## src/sv/edf_pkg.sv

```systemverilog
// edf_pkg: shared types and codes for the EDF task scheduler.
// Used by edf_ctrl, edf_dpath and edf_task_scheduler; no dependencies.
`timescale 1ns / 1ps
`default_nettype none
package edf_pkg;

    typedef enum logic [2:0] {
        OP_ADD      = 3'd0,
        OP_REMOVE   = 3'd1,
        OP_TICK     = 3'd2,
        OP_SCHEDULE = 3'd3,
        OP_YIELD    = 3'd4,
        OP_PREEMPT  = 3'd5,
        OP_COMPLETE = 3'd6
    } op_t;

    typedef enum logic [1:0] {
        ST_READY   = 2'd0,
        ST_RUNNING = 2'd1,
        ST_TERM    = 2'd2
    } status_t;

    typedef enum logic [1:0] {
        KIND_NONE = 2'd0,
        KIND_IDLE = 2'd1,
        KIND_TASK = 2'd2
    } kind_t;

    localparam logic [31:0] IDLE_DEADLINE = 32'hFFFF_FFFF;

    typedef enum logic [2:0] {
        S_IDLE,
        S_EXEC,
        S_SCAN,
        S_DECIDE,
        S_COUNT,
        S_WAIT
    } state_t;

    typedef struct packed {
        logic [2:0]  operation;
        logic [3:0]  task_slot;
        logic [31:0] new_deadline;
        logic [31:0] task_period;
        logic [31:0] elapsed_ticks;
    } req_t;

    typedef struct packed {
        logic [3:0]  running_slot;
        logic [1:0]  running_kind;
        logic        switched;
        logic [31:0] switch_total;
        logic [4:0]  missed_total;
        logic [4:0]  ready_total;
        logic [31:0] time_now;
    } rsp_t;

    typedef struct packed {
        logic load_req;
        logic exec_op;
        logic scan_step;
        logic decide;
        logic count_step;
        logic load_rsp;
    } cmd_t;

    typedef struct packed {
        logic last_idx;
        logic scan_op;
        logic switch_op;
        logic rsp_free;
    } sts_t;

endpackage
`default_nettype wire

```

## src/sv/edf_ctrl.sv

```systemverilog
// edf_ctrl: sequencer for the EDF scheduler.
// Depends on edf_pkg; drives edf_dpath through cmd_t and reads sts_t.
`timescale 1ns / 1ps
`default_nettype none
module edf_ctrl
    import edf_pkg::*;
(
    input  wire logic clk,
    input  wire logic rst_n,
    input  wire logic req_valid,
    output logic      req_stall,
    input  wire sts_t sts,
    output cmd_t      cmd
);

    state_t state_reg, state_next;

    always_ff @(posedge clk or negedge rst_n)
    begin
        if (!rst_n)
        begin
            state_reg <= S_IDLE;
        end
        else
        begin
            state_reg <= state_next;
        end
    end

    always_comb
    begin
        state_next = state_reg;
        case (state_reg)
            S_IDLE:
            begin
                if (req_valid)
                begin
                    state_next = S_EXEC;
                end
            end
            S_EXEC:
            begin
                state_next = sts.scan_op ? S_SCAN : S_COUNT;
            end
            S_SCAN:
            begin
                if (sts.last_idx)
                begin
                    state_next = sts.switch_op ? S_DECIDE : S_COUNT;
                end
            end
            S_DECIDE:
            begin
                state_next = S_COUNT;
            end
            S_COUNT:
            begin
                if (sts.last_idx)
                begin
                    state_next = S_WAIT;
                end
            end
            S_WAIT:
            begin
                if (sts.rsp_free)
                begin
                    state_next = S_IDLE;
                end
            end
            default:
            begin
                state_next = S_IDLE;
            end
        endcase
    end

    always_comb
    begin
        cmd       = '0;
        req_stall = 1'b1;
        case (state_reg)
            S_IDLE:
            begin
                req_stall    = 1'b0;
                cmd.load_req = req_valid;
            end
            S_EXEC:   cmd.exec_op    = 1'b1;
            S_SCAN:   cmd.scan_step  = 1'b1;
            S_DECIDE: cmd.decide     = 1'b1;
            S_COUNT:  cmd.count_step = 1'b1;
            S_WAIT:   cmd.load_rsp   = sts.rsp_free;
            default:  cmd = '0;
        endcase
    end

endmodule
`default_nettype wire

```

## src/sv/edf_dpath.sv

```systemverilog
// edf_dpath: task table, scan unit, switch logic and response register.
// Depends on edf_pkg; sequenced by edf_ctrl.
`timescale 1ns / 1ps
`default_nettype none
module edf_dpath
    import edf_pkg::*;
#(
    parameter int MAX_TASKS = 16
)
(
    input  wire logic clk,
    input  wire logic rst_n,
    input  wire cmd_t cmd,
    output sts_t      sts,
    input  wire req_t req_data,
    output logic      rsp_valid,
    input  wire logic rsp_stall,
    output rsp_t      rsp_data
);

    localparam int IDX_W = (MAX_TASKS > 1) ? $clog2(MAX_TASKS) : 1;
    localparam int CNT_W = $clog2(MAX_TASKS + 1);
    localparam logic [IDX_W-1:0] LAST_IDX = IDX_W'(MAX_TASKS - 1);

    // task table
    logic                res_reg [MAX_TASKS];
    status_t             st_reg  [MAX_TASKS];
    logic                mis_reg [MAX_TASKS];
    logic [31:0]         dl_reg  [MAX_TASKS];
    logic [31:0]         per_reg [MAX_TASKS];
    logic [31:0]         arr_reg [MAX_TASKS];

    req_t                req_reg;
    logic [IDX_W-1:0]    idx_reg;
    logic                best_vld_reg;
    logic [IDX_W-1:0]    best_idx_reg;
    logic [31:0]         best_dl_reg;
    logic [31:0]         best_arr_reg;
    logic [31:0]         cur_dl_reg;
    logic [31:0]         arrival_reg;
    logic [31:0]         tick_reg;
    logic [IDX_W-1:0]    cur_slot_reg;
    kind_t               cur_kind_reg;
    logic [31:0]         sw_cnt_reg;
    logic                switched_reg;
    logic [CNT_W-1:0]    miss_cnt_reg;
    logic [CNT_W-1:0]    rdy_cnt_reg;
    logic                rsp_vld_reg;
    rsp_t                rsp_reg;

    op_t                 op;
    logic                in_table;
    logic [IDX_W-1:0]    slot;
    logic                cand;
    logic                better;
    logic                do_sw;
    kind_t               sw_kind;
    logic                cur_task;

    assign op       = op_t'(req_reg.operation);
    assign in_table = 32'(req_reg.task_slot) < 32'(MAX_TASKS);
    assign slot     = IDX_W'(req_reg.task_slot);
    assign cur_task = (cur_kind_reg == KIND_TASK);

    // candidate for selection at the scan position
    assign cand = res_reg[idx_reg] && (st_reg[idx_reg] == ST_READY) &&
                  !(op == OP_YIELD && cur_task && idx_reg == cur_slot_reg);
    assign better = !best_vld_reg || (dl_reg[idx_reg] < best_dl_reg) ||
                    ((dl_reg[idx_reg] == best_dl_reg) &&
                     (arr_reg[idx_reg] < best_arr_reg));

    // switch decision after the scan
    always_comb
    begin
        do_sw   = 1'b0;
        sw_kind = KIND_TASK;
        case (op)
            OP_SCHEDULE:
            begin
                if (!best_vld_reg)
                begin
                    do_sw   = (cur_kind_reg != KIND_IDLE);
                    sw_kind = KIND_IDLE;
                end
                else
                begin
                    do_sw = !(cur_task && best_idx_reg == cur_slot_reg);
                end
            end
            OP_YIELD:
            begin
                do_sw = (cur_kind_reg != KIND_NONE) && best_vld_reg;
            end
            OP_PREEMPT:
            begin
                if (best_vld_reg && !(cur_task && best_idx_reg == cur_slot_reg))
                begin
                    case (cur_kind_reg)
                        KIND_IDLE: do_sw = best_dl_reg < IDLE_DEADLINE;
                        KIND_TASK: do_sw = best_dl_reg < cur_dl_reg;
                        default:   do_sw = 1'b1;
                    endcase
                end
            end
            default:
            begin
                do_sw = 1'b0;
            end
        endcase
    end

    assign sts.last_idx  = (idx_reg == LAST_IDX);
    assign sts.scan_op   = (op == OP_TICK) || (op == OP_SCHEDULE) ||
                           (op == OP_YIELD) || (op == OP_PREEMPT);
    assign sts.switch_op = (op == OP_SCHEDULE) || (op == OP_YIELD) ||
                           (op == OP_PREEMPT);
    assign sts.rsp_free  = !rsp_vld_reg || !rsp_stall;

    // control state
    always_ff @(posedge clk or negedge rst_n)
    begin
        if (!rst_n)
        begin
            for (int i = 0; i < MAX_TASKS; i++)
            begin
                res_reg[i] <= 1'b0;
            end
            idx_reg      <= '0;
            best_vld_reg <= 1'b0;
            arrival_reg  <= '0;
            tick_reg     <= '0;
            cur_slot_reg <= '0;
            cur_kind_reg <= KIND_NONE;
            sw_cnt_reg   <= '0;
            switched_reg <= 1'b0;
            miss_cnt_reg <= '0;
            rdy_cnt_reg  <= '0;
            rsp_vld_reg  <= 1'b0;
        end
        else
        begin
            if (cmd.exec_op)
            begin
                idx_reg      <= '0;
                best_vld_reg <= 1'b0;
                switched_reg <= 1'b0;
                miss_cnt_reg <= '0;
                rdy_cnt_reg  <= '0;
                case (op)
                    OP_ADD:
                    begin
                        if (in_table)
                        begin
                            res_reg[slot] <= 1'b1;
                            arrival_reg   <= arrival_reg + 32'd1;
                        end
                    end
                    OP_REMOVE:
                    begin
                        if (in_table)
                        begin
                            res_reg[slot] <= 1'b0;
                        end
                    end
                    OP_TICK:
                    begin
                        tick_reg <= tick_reg + req_reg.elapsed_ticks;
                    end
                    default:
                    begin
                    end
                endcase
            end
            if (cmd.scan_step || cmd.count_step)
            begin
                idx_reg <= sts.last_idx ? '0 : idx_reg + IDX_W'(1);
            end
            if (cmd.scan_step && sts.switch_op && cand && better)
            begin
                best_vld_reg <= 1'b1;
            end
            if (cmd.decide && do_sw)
            begin
                cur_kind_reg <= sw_kind;
                cur_slot_reg <= (sw_kind == KIND_TASK) ? best_idx_reg : '0;
                sw_cnt_reg   <= sw_cnt_reg + 32'd1;
                switched_reg <= 1'b1;
            end
            if (cmd.count_step && res_reg[idx_reg])
            begin
                miss_cnt_reg <= miss_cnt_reg + CNT_W'(mis_reg[idx_reg]);
                rdy_cnt_reg  <= rdy_cnt_reg + CNT_W'(st_reg[idx_reg] == ST_READY ||
                                                     st_reg[idx_reg] == ST_RUNNING);
            end
            if (cmd.load_rsp)
            begin
                rsp_vld_reg <= 1'b1;
            end
            else if (!rsp_stall)
            begin
                rsp_vld_reg <= 1'b0;
            end
        end
    end

    // payload state
    always_ff @(posedge clk)
    begin
        if (cmd.load_req)
        begin
            req_reg <= req_data;
        end
        if (cmd.exec_op)
        begin
            case (op)
                OP_ADD:
                begin
                    if (in_table)
                    begin
                        dl_reg[slot]  <= req_reg.new_deadline;
                        per_reg[slot] <= req_reg.task_period;
                        st_reg[slot]  <= ST_READY;
                        mis_reg[slot] <= 1'b0;
                        arr_reg[slot] <= arrival_reg;
                    end
                end
                OP_REMOVE:
                begin
                    if (in_table)
                    begin
                        st_reg[slot] <= ST_TERM;
                    end
                end
                OP_COMPLETE:
                begin
                    if (in_table && res_reg[slot])
                    begin
                        st_reg[slot] <= ST_TERM;
                    end
                end
                default:
                begin
                end
            endcase
        end
        if (cmd.scan_step)
        begin
            if (op == OP_TICK)
            begin
                // flag misses, then rearm terminated periodic tasks
                if (res_reg[idx_reg])
                begin
                    if ((st_reg[idx_reg] == ST_READY || st_reg[idx_reg] == ST_RUNNING) &&
                        tick_reg > dl_reg[idx_reg])
                    begin
                        mis_reg[idx_reg] <= 1'b1;
                    end
                    if (per_reg[idx_reg] != 32'd0 && st_reg[idx_reg] == ST_TERM)
                    begin
                        dl_reg[idx_reg]  <= dl_reg[idx_reg] + per_reg[idx_reg];
                        mis_reg[idx_reg] <= 1'b0;
                        st_reg[idx_reg]  <= ST_READY;
                    end
                end
            end
            else
            begin
                if (cand && better)
                begin
                    best_idx_reg <= idx_reg;
                    best_dl_reg  <= dl_reg[idx_reg];
                    best_arr_reg <= arr_reg[idx_reg];
                end
                if (idx_reg == cur_slot_reg)
                begin
                    cur_dl_reg <= dl_reg[idx_reg];
                end
            end
        end
        if (cmd.decide && do_sw)
        begin
            // demote the outgoing task, then mark the new one running
            if (cur_task && res_reg[cur_slot_reg] && st_reg[cur_slot_reg] == ST_RUNNING)
            begin
                st_reg[cur_slot_reg] <= ST_READY;
            end
            if (sw_kind == KIND_TASK)
            begin
                st_reg[best_idx_reg] <= ST_RUNNING;
            end
        end
        if (cmd.load_rsp)
        begin
            rsp_reg.running_slot <= cur_task ? 4'(cur_slot_reg) : 4'd0;
            rsp_reg.running_kind <= cur_kind_reg;
            rsp_reg.switched     <= switched_reg;
            rsp_reg.switch_total <= sw_cnt_reg;
            rsp_reg.missed_total <= 5'(miss_cnt_reg);
            rsp_reg.ready_total  <= 5'(rdy_cnt_reg);
            rsp_reg.time_now     <= tick_reg;
        end
    end

    assign rsp_valid = rsp_vld_reg;
    assign rsp_data  = rsp_reg;

    a_best_resident: assert property (@(posedge clk) disable iff (!rst_n)
        best_vld_reg |-> res_reg[best_idx_reg])
        else $error("selected slot is not resident");

    a_count_bound: assert property (@(posedge clk) disable iff (!rst_n)
        32'(rdy_cnt_reg) <= 32'(MAX_TASKS) && 32'(miss_cnt_reg) <= 32'(MAX_TASKS))
        else $error("slot count exceeds table size");

    a_switch_flag: assert property (@(posedge clk) disable iff (!rst_n)
        (sw_cnt_reg != $past(sw_cnt_reg)) |-> switched_reg)
        else $error("switch counted without switch flag");

endmodule
`default_nettype wire

```

## src/sv/edf_task_scheduler.sv

```systemverilog
// EDF task scheduler: one request in, one response out, one request at a time.
// Tick runs a table scan, and schedule/yield/preempt run a scan and a switch step, before
// the count pass; other ops run the count pass only.
// A new request is taken only after the last response is loaded; the next request is taken
// while a response waits.
// Reset: rst_n async low clears residency, time, counters and running task (none).
`timescale 1ns / 1ps
`default_nettype none
module edf_task_scheduler
    import edf_pkg::*;
#(
    parameter int MAX_TASKS = 16
)
(
    input  wire logic clk,
    input  wire logic rst_n,
    input  wire logic req_valid,
    output logic      req_stall,
    input  wire req_t req_data,
    output logic      rsp_valid,
    input  wire logic rsp_stall,
    output rsp_t      rsp_data
);

    // Controller steps the datapath through: take request, execute the
    // slot-addressed part, scan the table (tick update or EDF selection),
    // apply the switch, count missed/ready slots, then hand off the response.
    cmd_t cmd;
    sts_t sts;

    edf_ctrl u_ctrl (
        .clk       (clk),
        .rst_n     (rst_n),
        .req_valid (req_valid),
        .req_stall (req_stall),
        .sts       (sts),
        .cmd       (cmd)
    );

    // Datapath holds the task table, scan registers and response register.
    edf_dpath #(
        .MAX_TASKS (MAX_TASKS)
    ) u_dpath (
        .clk       (clk),
        .rst_n     (rst_n),
        .cmd       (cmd),
        .sts       (sts),
        .req_data  (req_data),
        .rsp_valid (rsp_valid),
        .rsp_stall (rsp_stall),
        .rsp_data  (rsp_data)
    );

endmodule
`default_nettype wire

```

## config.mk

```make
export PLATFORM = sky130hd
export DESIGN_NAME = edf_task_scheduler
export DESIGN_NICKNAME = d
export VERILOG_FILES = /design/src/sv/edf_pkg.sv /design/src/sv/edf_ctrl.sv /design/src/sv/edf_dpath.sv /design/src/sv/edf_task_scheduler.sv
export SDC_FILE = /design/constraint.sdc
export NUM_CORES = 2
export LEC_CHECK = 0
export BUFFER_PORTS_ARGS = -buffer_cell sky130_fd_sc_hd__buf_4
export CORE_MARGIN = 2
export CORE_UTILIZATION = 50
export CTS_CLUSTER_DIAMETER = 60
export CTS_CLUSTER_SIZE = 8
export DETAILED_ROUTE_END_ITERATION = 8
export PLACE_DENSITY = 0.65
export SLEW_MARGIN = 10
export SYNTH_ARGS = -nofsm -noshare
export SYNTH_HDL_FRONTEND = slang
export SYNTH_SLANG_ARGS = --single-unit
```

## constraint.sdc

```tcl
create_clock -name clk -period 19.6 [get_ports clk]
set_input_delay 0 -clock clk [delete_from_list [all_inputs] [get_ports clk]]
set_output_delay 0 -clock clk [all_outputs]
set_load 0.01 [all_outputs]
```

After elaboration in Yosys (flattened, before gate mapping) --
Memories as Yosys holds them, arrays and structs flattened. Index checks and enable logic that the tools add are counted.
Storage, ports and cells: register bits after elaboration 422, bits in writable memories 1584, bits of input ports 107, output and inout port bits 83, logic and storage cells 241, memories kept 5
Cells by class: add/subtract/negate cells 7, magnitude comparators 9, equal/unequal tests 27, multiplexer cells 85, bitwise gates (word level) 10, reductions and logical operators 54
Memories:
- u_dpath.arr_reg | depth 16, bits a word 32, rd ports 1, clocked after memory_dff 0, write ports 1, line edf_dpath.sv:31 | logic [31:0] arr_reg [MAX_TASKS];
- u_dpath.dl_reg | depth 16, bits a word 32, rd ports 1, clocked after memory_dff 0, write ports 1, line edf_dpath.sv:29 | logic [31:0] dl_reg [MAX_TASKS];
- u_dpath.per_reg | depth 16, bits a word 32, rd ports 1, clocked after memory_dff 0, write ports 1, line edf_dpath.sv:30 | logic [31:0] per_reg [MAX_TASKS];
- u_dpath.st_reg | depth 16, bits a word 2, rd ports 2, clocked after memory_dff 0, write ports 2, line edf_dpath.sv:27 | status_t st_reg [MAX_TASKS];
- u_dpath.mis_reg | depth 16, bits a word 1, rd ports 1, clocked after memory_dff 0, write ports 1, line edf_dpath.sv:28 | logic mis_reg [MAX_TASKS];
Operators with widths (count):
- $lt A32 B32 Y1 | 3
- $add A32 B1 Y32 const B | 2
- $add A32 B32 Y32 | 2
- $mux W1 | 53
- $eq A32 B32 Y1 | 1
- $gt A32 B32 Y1 | 1
- $lt A32 B32 Y1 const B | 1
- $mux W32 | 1
- $mux W4 | 8
- $pmux W16 S2 | 1
- $reduce_bool A32 Y1 | 1
- $reduce_or A32 Y1 | 1
- $logic_and A1 B1 Y1 | 19
- $mux W3 | 6
- $pmux W3 S6 | 1
- $and A16 B16 Y16 | 1
- $not A16 Y16 | 1
- $or A16 B16 Y16 | 1
- $eq A3 B3 Y1 const B | 5
- $ge A5 B5 Y1 const B | 3
- $mux W5 | 3
- $not A4 Y5 | 3
- $bmux W1 S4 | 3
- $eq A3 B2 Y1 const B | 4
- 26 further kinds | 67

Depth between registers and ports, before layout --
An unclocked memory read counts as a cell.
depth after elaboration 12, depth in mapped cells 28, mapped depth without buffers 19

Cells and area by module --
From an unflattened synthesis, not the netlist that was laid out.
Unflattened totals: cells, all modules 4349, area, all modules 82038.7 sq um
Modules (own cells, without submodules):
- edf_dpath | instances 1, cells an instance 4317, area each 81768.4 sq um, seq. area each 59151.7 sq um
- edf_ctrl | instances 1, cells an instance 32, area each 270.3 sq um, seq. area each 75.1 sq um

Worst setup path before layout --
Ideal clock, no wire load.
path type register -> register, start point register u_dpath.idx_reg[0], end point register u_dpath.best_arr_reg[0] (read register of u_dpath.arr_reg), enable pin, library setup time 0.494 ns, arrival 8.238 ns, data required time 19.106 ns, slack 10.868 ns, stages on the path, launching flop included 25, buffers on the path 9, period minus slack after synthesis 8.732 ns, cell sequence dfrtp_1 -> buf_6 -> buf_6 -> buf_4 -> buf_4 -> buf_4 -> buf_2 -> buf_2 -> buf_1 -> buf_1 -> mux4_2 -> a22oi_1 -> nand2_1 -> ha_1 -> a21o_1 -> a21o_1 -> a21o_1 -> a21o_1 -> a21o_1 -> a21oi_1 -> nor2b_1 -> o41ai_1 -> and3_1 -> o211ai_1 -> nor2_1
Between the ends: cells in the longest elaborated chain, start to end 8, elaborated cells on any way between the ends 21, classes of those cells order compare: 2; eq/ne: 2; mux: 3; bitwise: 1; reduce/logical: 10; memory: 3
Ends and longest elaborated chain:
- start: declaration | line edf_dpath.sv:34 | logic [IDX_W-1:0] idx_reg;
- start signal: assignment | line edf_dpath.sv:176 | idx_reg <= sts.last_idx ? '0 : idx_reg + IDX_W'(1);
- parallel branches: the longest is 6 deep, another holds $mem_v2 Z16 W32
- $logic_and A1 B1 Y1 * | line edf_dpath.sv:268 | if (cand && better)
- $reduce_and A3 Y1 (no line) *
- end: declaration | line edf_dpath.sv:38 | logic [31:0] best_arr_reg;
Every way passes the cells marked *. The select of a mux whose other input is x is not followed. A chain may end at the register's enable or synchronous reset.

Worst setup path after layout --
start point register u_dpath.idx_reg[0], end point register u_dpath.best_arr_reg[15] (read register of u_dpath.arr_reg), enable pin
Same word-level chain as after synthesis.

==> flow_summary_export.csv <==
group,metric,value,unit
routing,routedWlPerCell,28.1,um
place,postPlaceCellArea,0.0872,mm2
yosys,synth_ff_type,"edfxtp_1",
pwr,powerDensity,138,mW/mm2
worst_setup_path,reg2reg_slack,11.24,ns
sta,max-slew-margin-rel,0.133,
worst_hold_path,whs_endpoint,"u_dpath.rsp_valid",
yosys,avgSynthCellArea,17.5,um2
worst_setup_path,path_class,"reg -> reg",
floorplan,die_w,411,um
worst_hold_path,holdCritPathClass,"in -> reg",
sta,fin_crit,8.36,ns
worst_setup_path,worstPathMaxFanout,107,
routing,wl,216000,um
worst_setup_path,worstPathArrival,8.88,ns
worst_hold_path,hold_depth,4,
sta,rsz0062_at_grt,"false",
yosys,async_flop_share,0.0688,
flow_run,maxCapViolCount,0,
clocking,path_clk_slew,0.05,ns
sta,finalSetupViolations,0,
final_layout,finish.instance_area,0.0978,mm2
routing,ant_nets,0,
worst_setup_path,r2r_start,"u_dpath.idx_reg[0]",
place,io_buffers,189,
sta,hold_viol_final,0,
yosys,synth_commonest_cells,"1836 x edfxtp_1, 319 x mux2i_1, 282 x mux4_2, 198 x ha_1, 184 x o21ai_0",
yosys,syn_nets,5051,
final_layout,nets,5651,
floorplan,core,0.165,mm2
yosys,synth_area_leaders,"edfxtp_1 67%, mux4_2 7.7%, dfrtp_1 4.2%, mux2i_1 3.9%, ha_1 3.0%",
grt,antenna_found_initial,8,
sta,final-max-slew-violation-count,0,
floorplan,fp-row-count,149,
worst_setup_path,cp_top_family,"buffers and inverters",
floorplan,initial_core_util,0.503,
worst_hold_path,min-delay-start,"rsp_stall",
worst_setup_path,cp_cell_sequence,"buf_12, buf_4, buf_4, mux4_2, a22oi_1, nand2_1, ha_1, a21o_1, a21o_1, a21o_1, a21oi_1, nor2b_1, o211ai_1, a21oi_1, o41ai_1, buf_4, and3_1, o211ai_1, nor2_4, buf_12, buf_4",
yosys,synth_most_common_cell,"edfxtp_1",
worst_setup_path,cp_slowest_cell,"o41ai_1",
yosys,synth_edf_count,1836,
worst_setup_path,critPathLaunchType,"flip-flop",
status,outcome,"completed",
worst_setup_path,endpoint_kind,"flip-flop",
clocking,cts_tree,"built",
worst_setup_path,worst-path-stages,21,
clocking,htree_levels,5,
routing,dr.first_iter.drc_count,5234,
yosys,synth_warnings,0,
sta,fmax,0.120,GHz
place,place.gp.congestion,0.899,
floorplan,dieHeight,411,um
grt,grt_overflow,0,
final_layout,fill_cells,12086,
yosys,synthCells,4744,
sta,finClkSkew,0.103,ns
sta,fin_crit_sh,0.426,
worst_setup_path,crit_buf_inv,6,
yosys,synth_top_area_share,0.666,
yosys,seq_area_frac_synth,0.715,
routing,first_pass_iters,6,
routing,drt-vias-per-instance,6.12,
yosys,netlist_area,0.0828,mm2
place,dp_hpwl,120000,um
sta,setup-tns-final,0,ns
grt,grt_usage,0.255,
sta,worst_pin_slew,1.29,ns
routing,drc,0,
floorplan,dieArea,0.169,mm2
final_layout,area_delta_synth_final,18.1,%
grt,grt_pass1_vias,47121,
clocking,cts.sinks,2006,
clocking,cts_made_buffers,305,
worst_setup_path,slowest_delay,0.94,ns
clocking,insertion_delay,0.93,ns
pwr,ir_drop,114,uV
worst_setup_path,rr_endpoint,"u_dpath.best_arr_reg[15]",
clocking,post_cts_resize_count,0,
grt,grt_max_degree,117,
pwr,leakagePower,33.1,nW
yosys,ys_seq_elements,2006,
worst_setup_path,cpMostUsedCell,"buf_4",
grt,grt_pass1_wl,315000,um
worst_setup_path,crit_required,20.13,ns
worst_setup_path,ff2ff_path_depth,21,
clocking,clockBufferDepth,4,
final_layout,drive_gt1_frac,0.183,
yosys,synth.largest_area_cell,"edfxtp_1",
clocking,root_buffer,"clkbuf_16",
routing,vias,47015,
yosys,yosys.cell_types.count,78,
floorplan,ioPinCount,190,
[layout make-up]
type                       count  area (um2)  share of cell area
clock inverter                16         230             0.00235
antenna                        4        10.0            0.000102
clock buffer                 434        8250              0.0844
sequential                  2006       59200               0.606
multi-input combinational   2368       22400               0.229
timing repair buffer         497        4330              0.0443
inverter                     166         628             0.00642
tap                         2189        2740              0.0280
[cell families after synthesis]
| logic type | count (synthesis) | synth area share |
|---|---|---|
| multiplexers | 641 | 0.121 |
| AND/OR/NAND/NOR | 668 | 0.0409 |
| AO/OA/AOI/OAI | 734 | 0.0614 |
| buffers and inverters | 370 | 0.0181 |
| flip-flops | 2006 | 0.715 |
| adder cells (fa/ha/maj) | 200 | 0.0304 |
| XOR/XNOR | 125 | 0.0132 |
[worst min-delay path, delay by kind of cell]
| family | cells | cell delay [ns] |
|---|---|---|
| AND/OR/NAND/NOR | 2 | 0.15 |
| buffers and inverters | 2 | 0.80 |
[how the worst max path moves through the flow]
stage | start | end | slack [ns]
floorplan | u_dpath.idx_reg[0] | u_dpath.best_arr_reg[0] | 10.87
global placement | u_dpath.idx_reg[0] | u_dpath.best_arr_reg[9] | 10.81
detailed placement | u_dpath.idx_reg[0] | u_dpath.best_arr_reg[8] | 10.73
CTS | u_dpath.idx_reg[0] | u_dpath.best_arr_reg[10] | 10.77
global route | u_dpath.idx_reg[0] | u_dpath.best_arr_reg[14] | 10.84
finish | u_dpath.idx_reg[0] | u_dpath.best_arr_reg[15] | 11.24
[placed cells by master (no fill, tap or decap), types with 150 or more instances in the layout]
master,n
a221oi_1,150
clkbuf_16,310
mux4_2,282
ha_1,198
edfxtp_1,1836
inv_1,164
o21ai_0,184
mux2i_1,319
nand2_1,168
buf_4,281
dlygate4sd3_1,210
[power breakdown]
part           total (mW)  switching [mW]  internal (mW)
combinational        3.58            2.16           1.42
sequential           5.29           0.281           5.00
clock                4.67            1.76           2.91
[metrics by stage]
step | cells | hold slack, ns | setup slack (ns) | utilization | power, mW
floorplan | 4744 | -0.296 | 10.87 | - | 7.67
global placement | 7014 | -0.0371 | 10.81 | 0.529 | 8.80
detailed placement | 7014 | -0.0370 | 10.73 | 0.529 | 8.84
CTS | 7675 | 0.0608 | 10.77 | 0.593 | 13.6
global route | 7677 | 0.121 | 10.84 | 0.594 | 14.1
finish | 7680 | 0.131 | 11.24 | 0.594 | 13.5
[what timing repair did]
item,CTS,global route
setup endpoints to repair,0,0
setup buffers,0,0
hold endpoints to repair,325,0
hold buffers,211,0
[routing by layer]
layer	global-route usage	part of all wire	wire (um)
met1	0.360	0.42	90000
met2	0.405	0.48	103000
met3	0.0463	0.079	17100
met4	0.0778	0.027	5770
met5	0	0.00029	63
No activity file was read; power rests on OpenSTA's default activity.
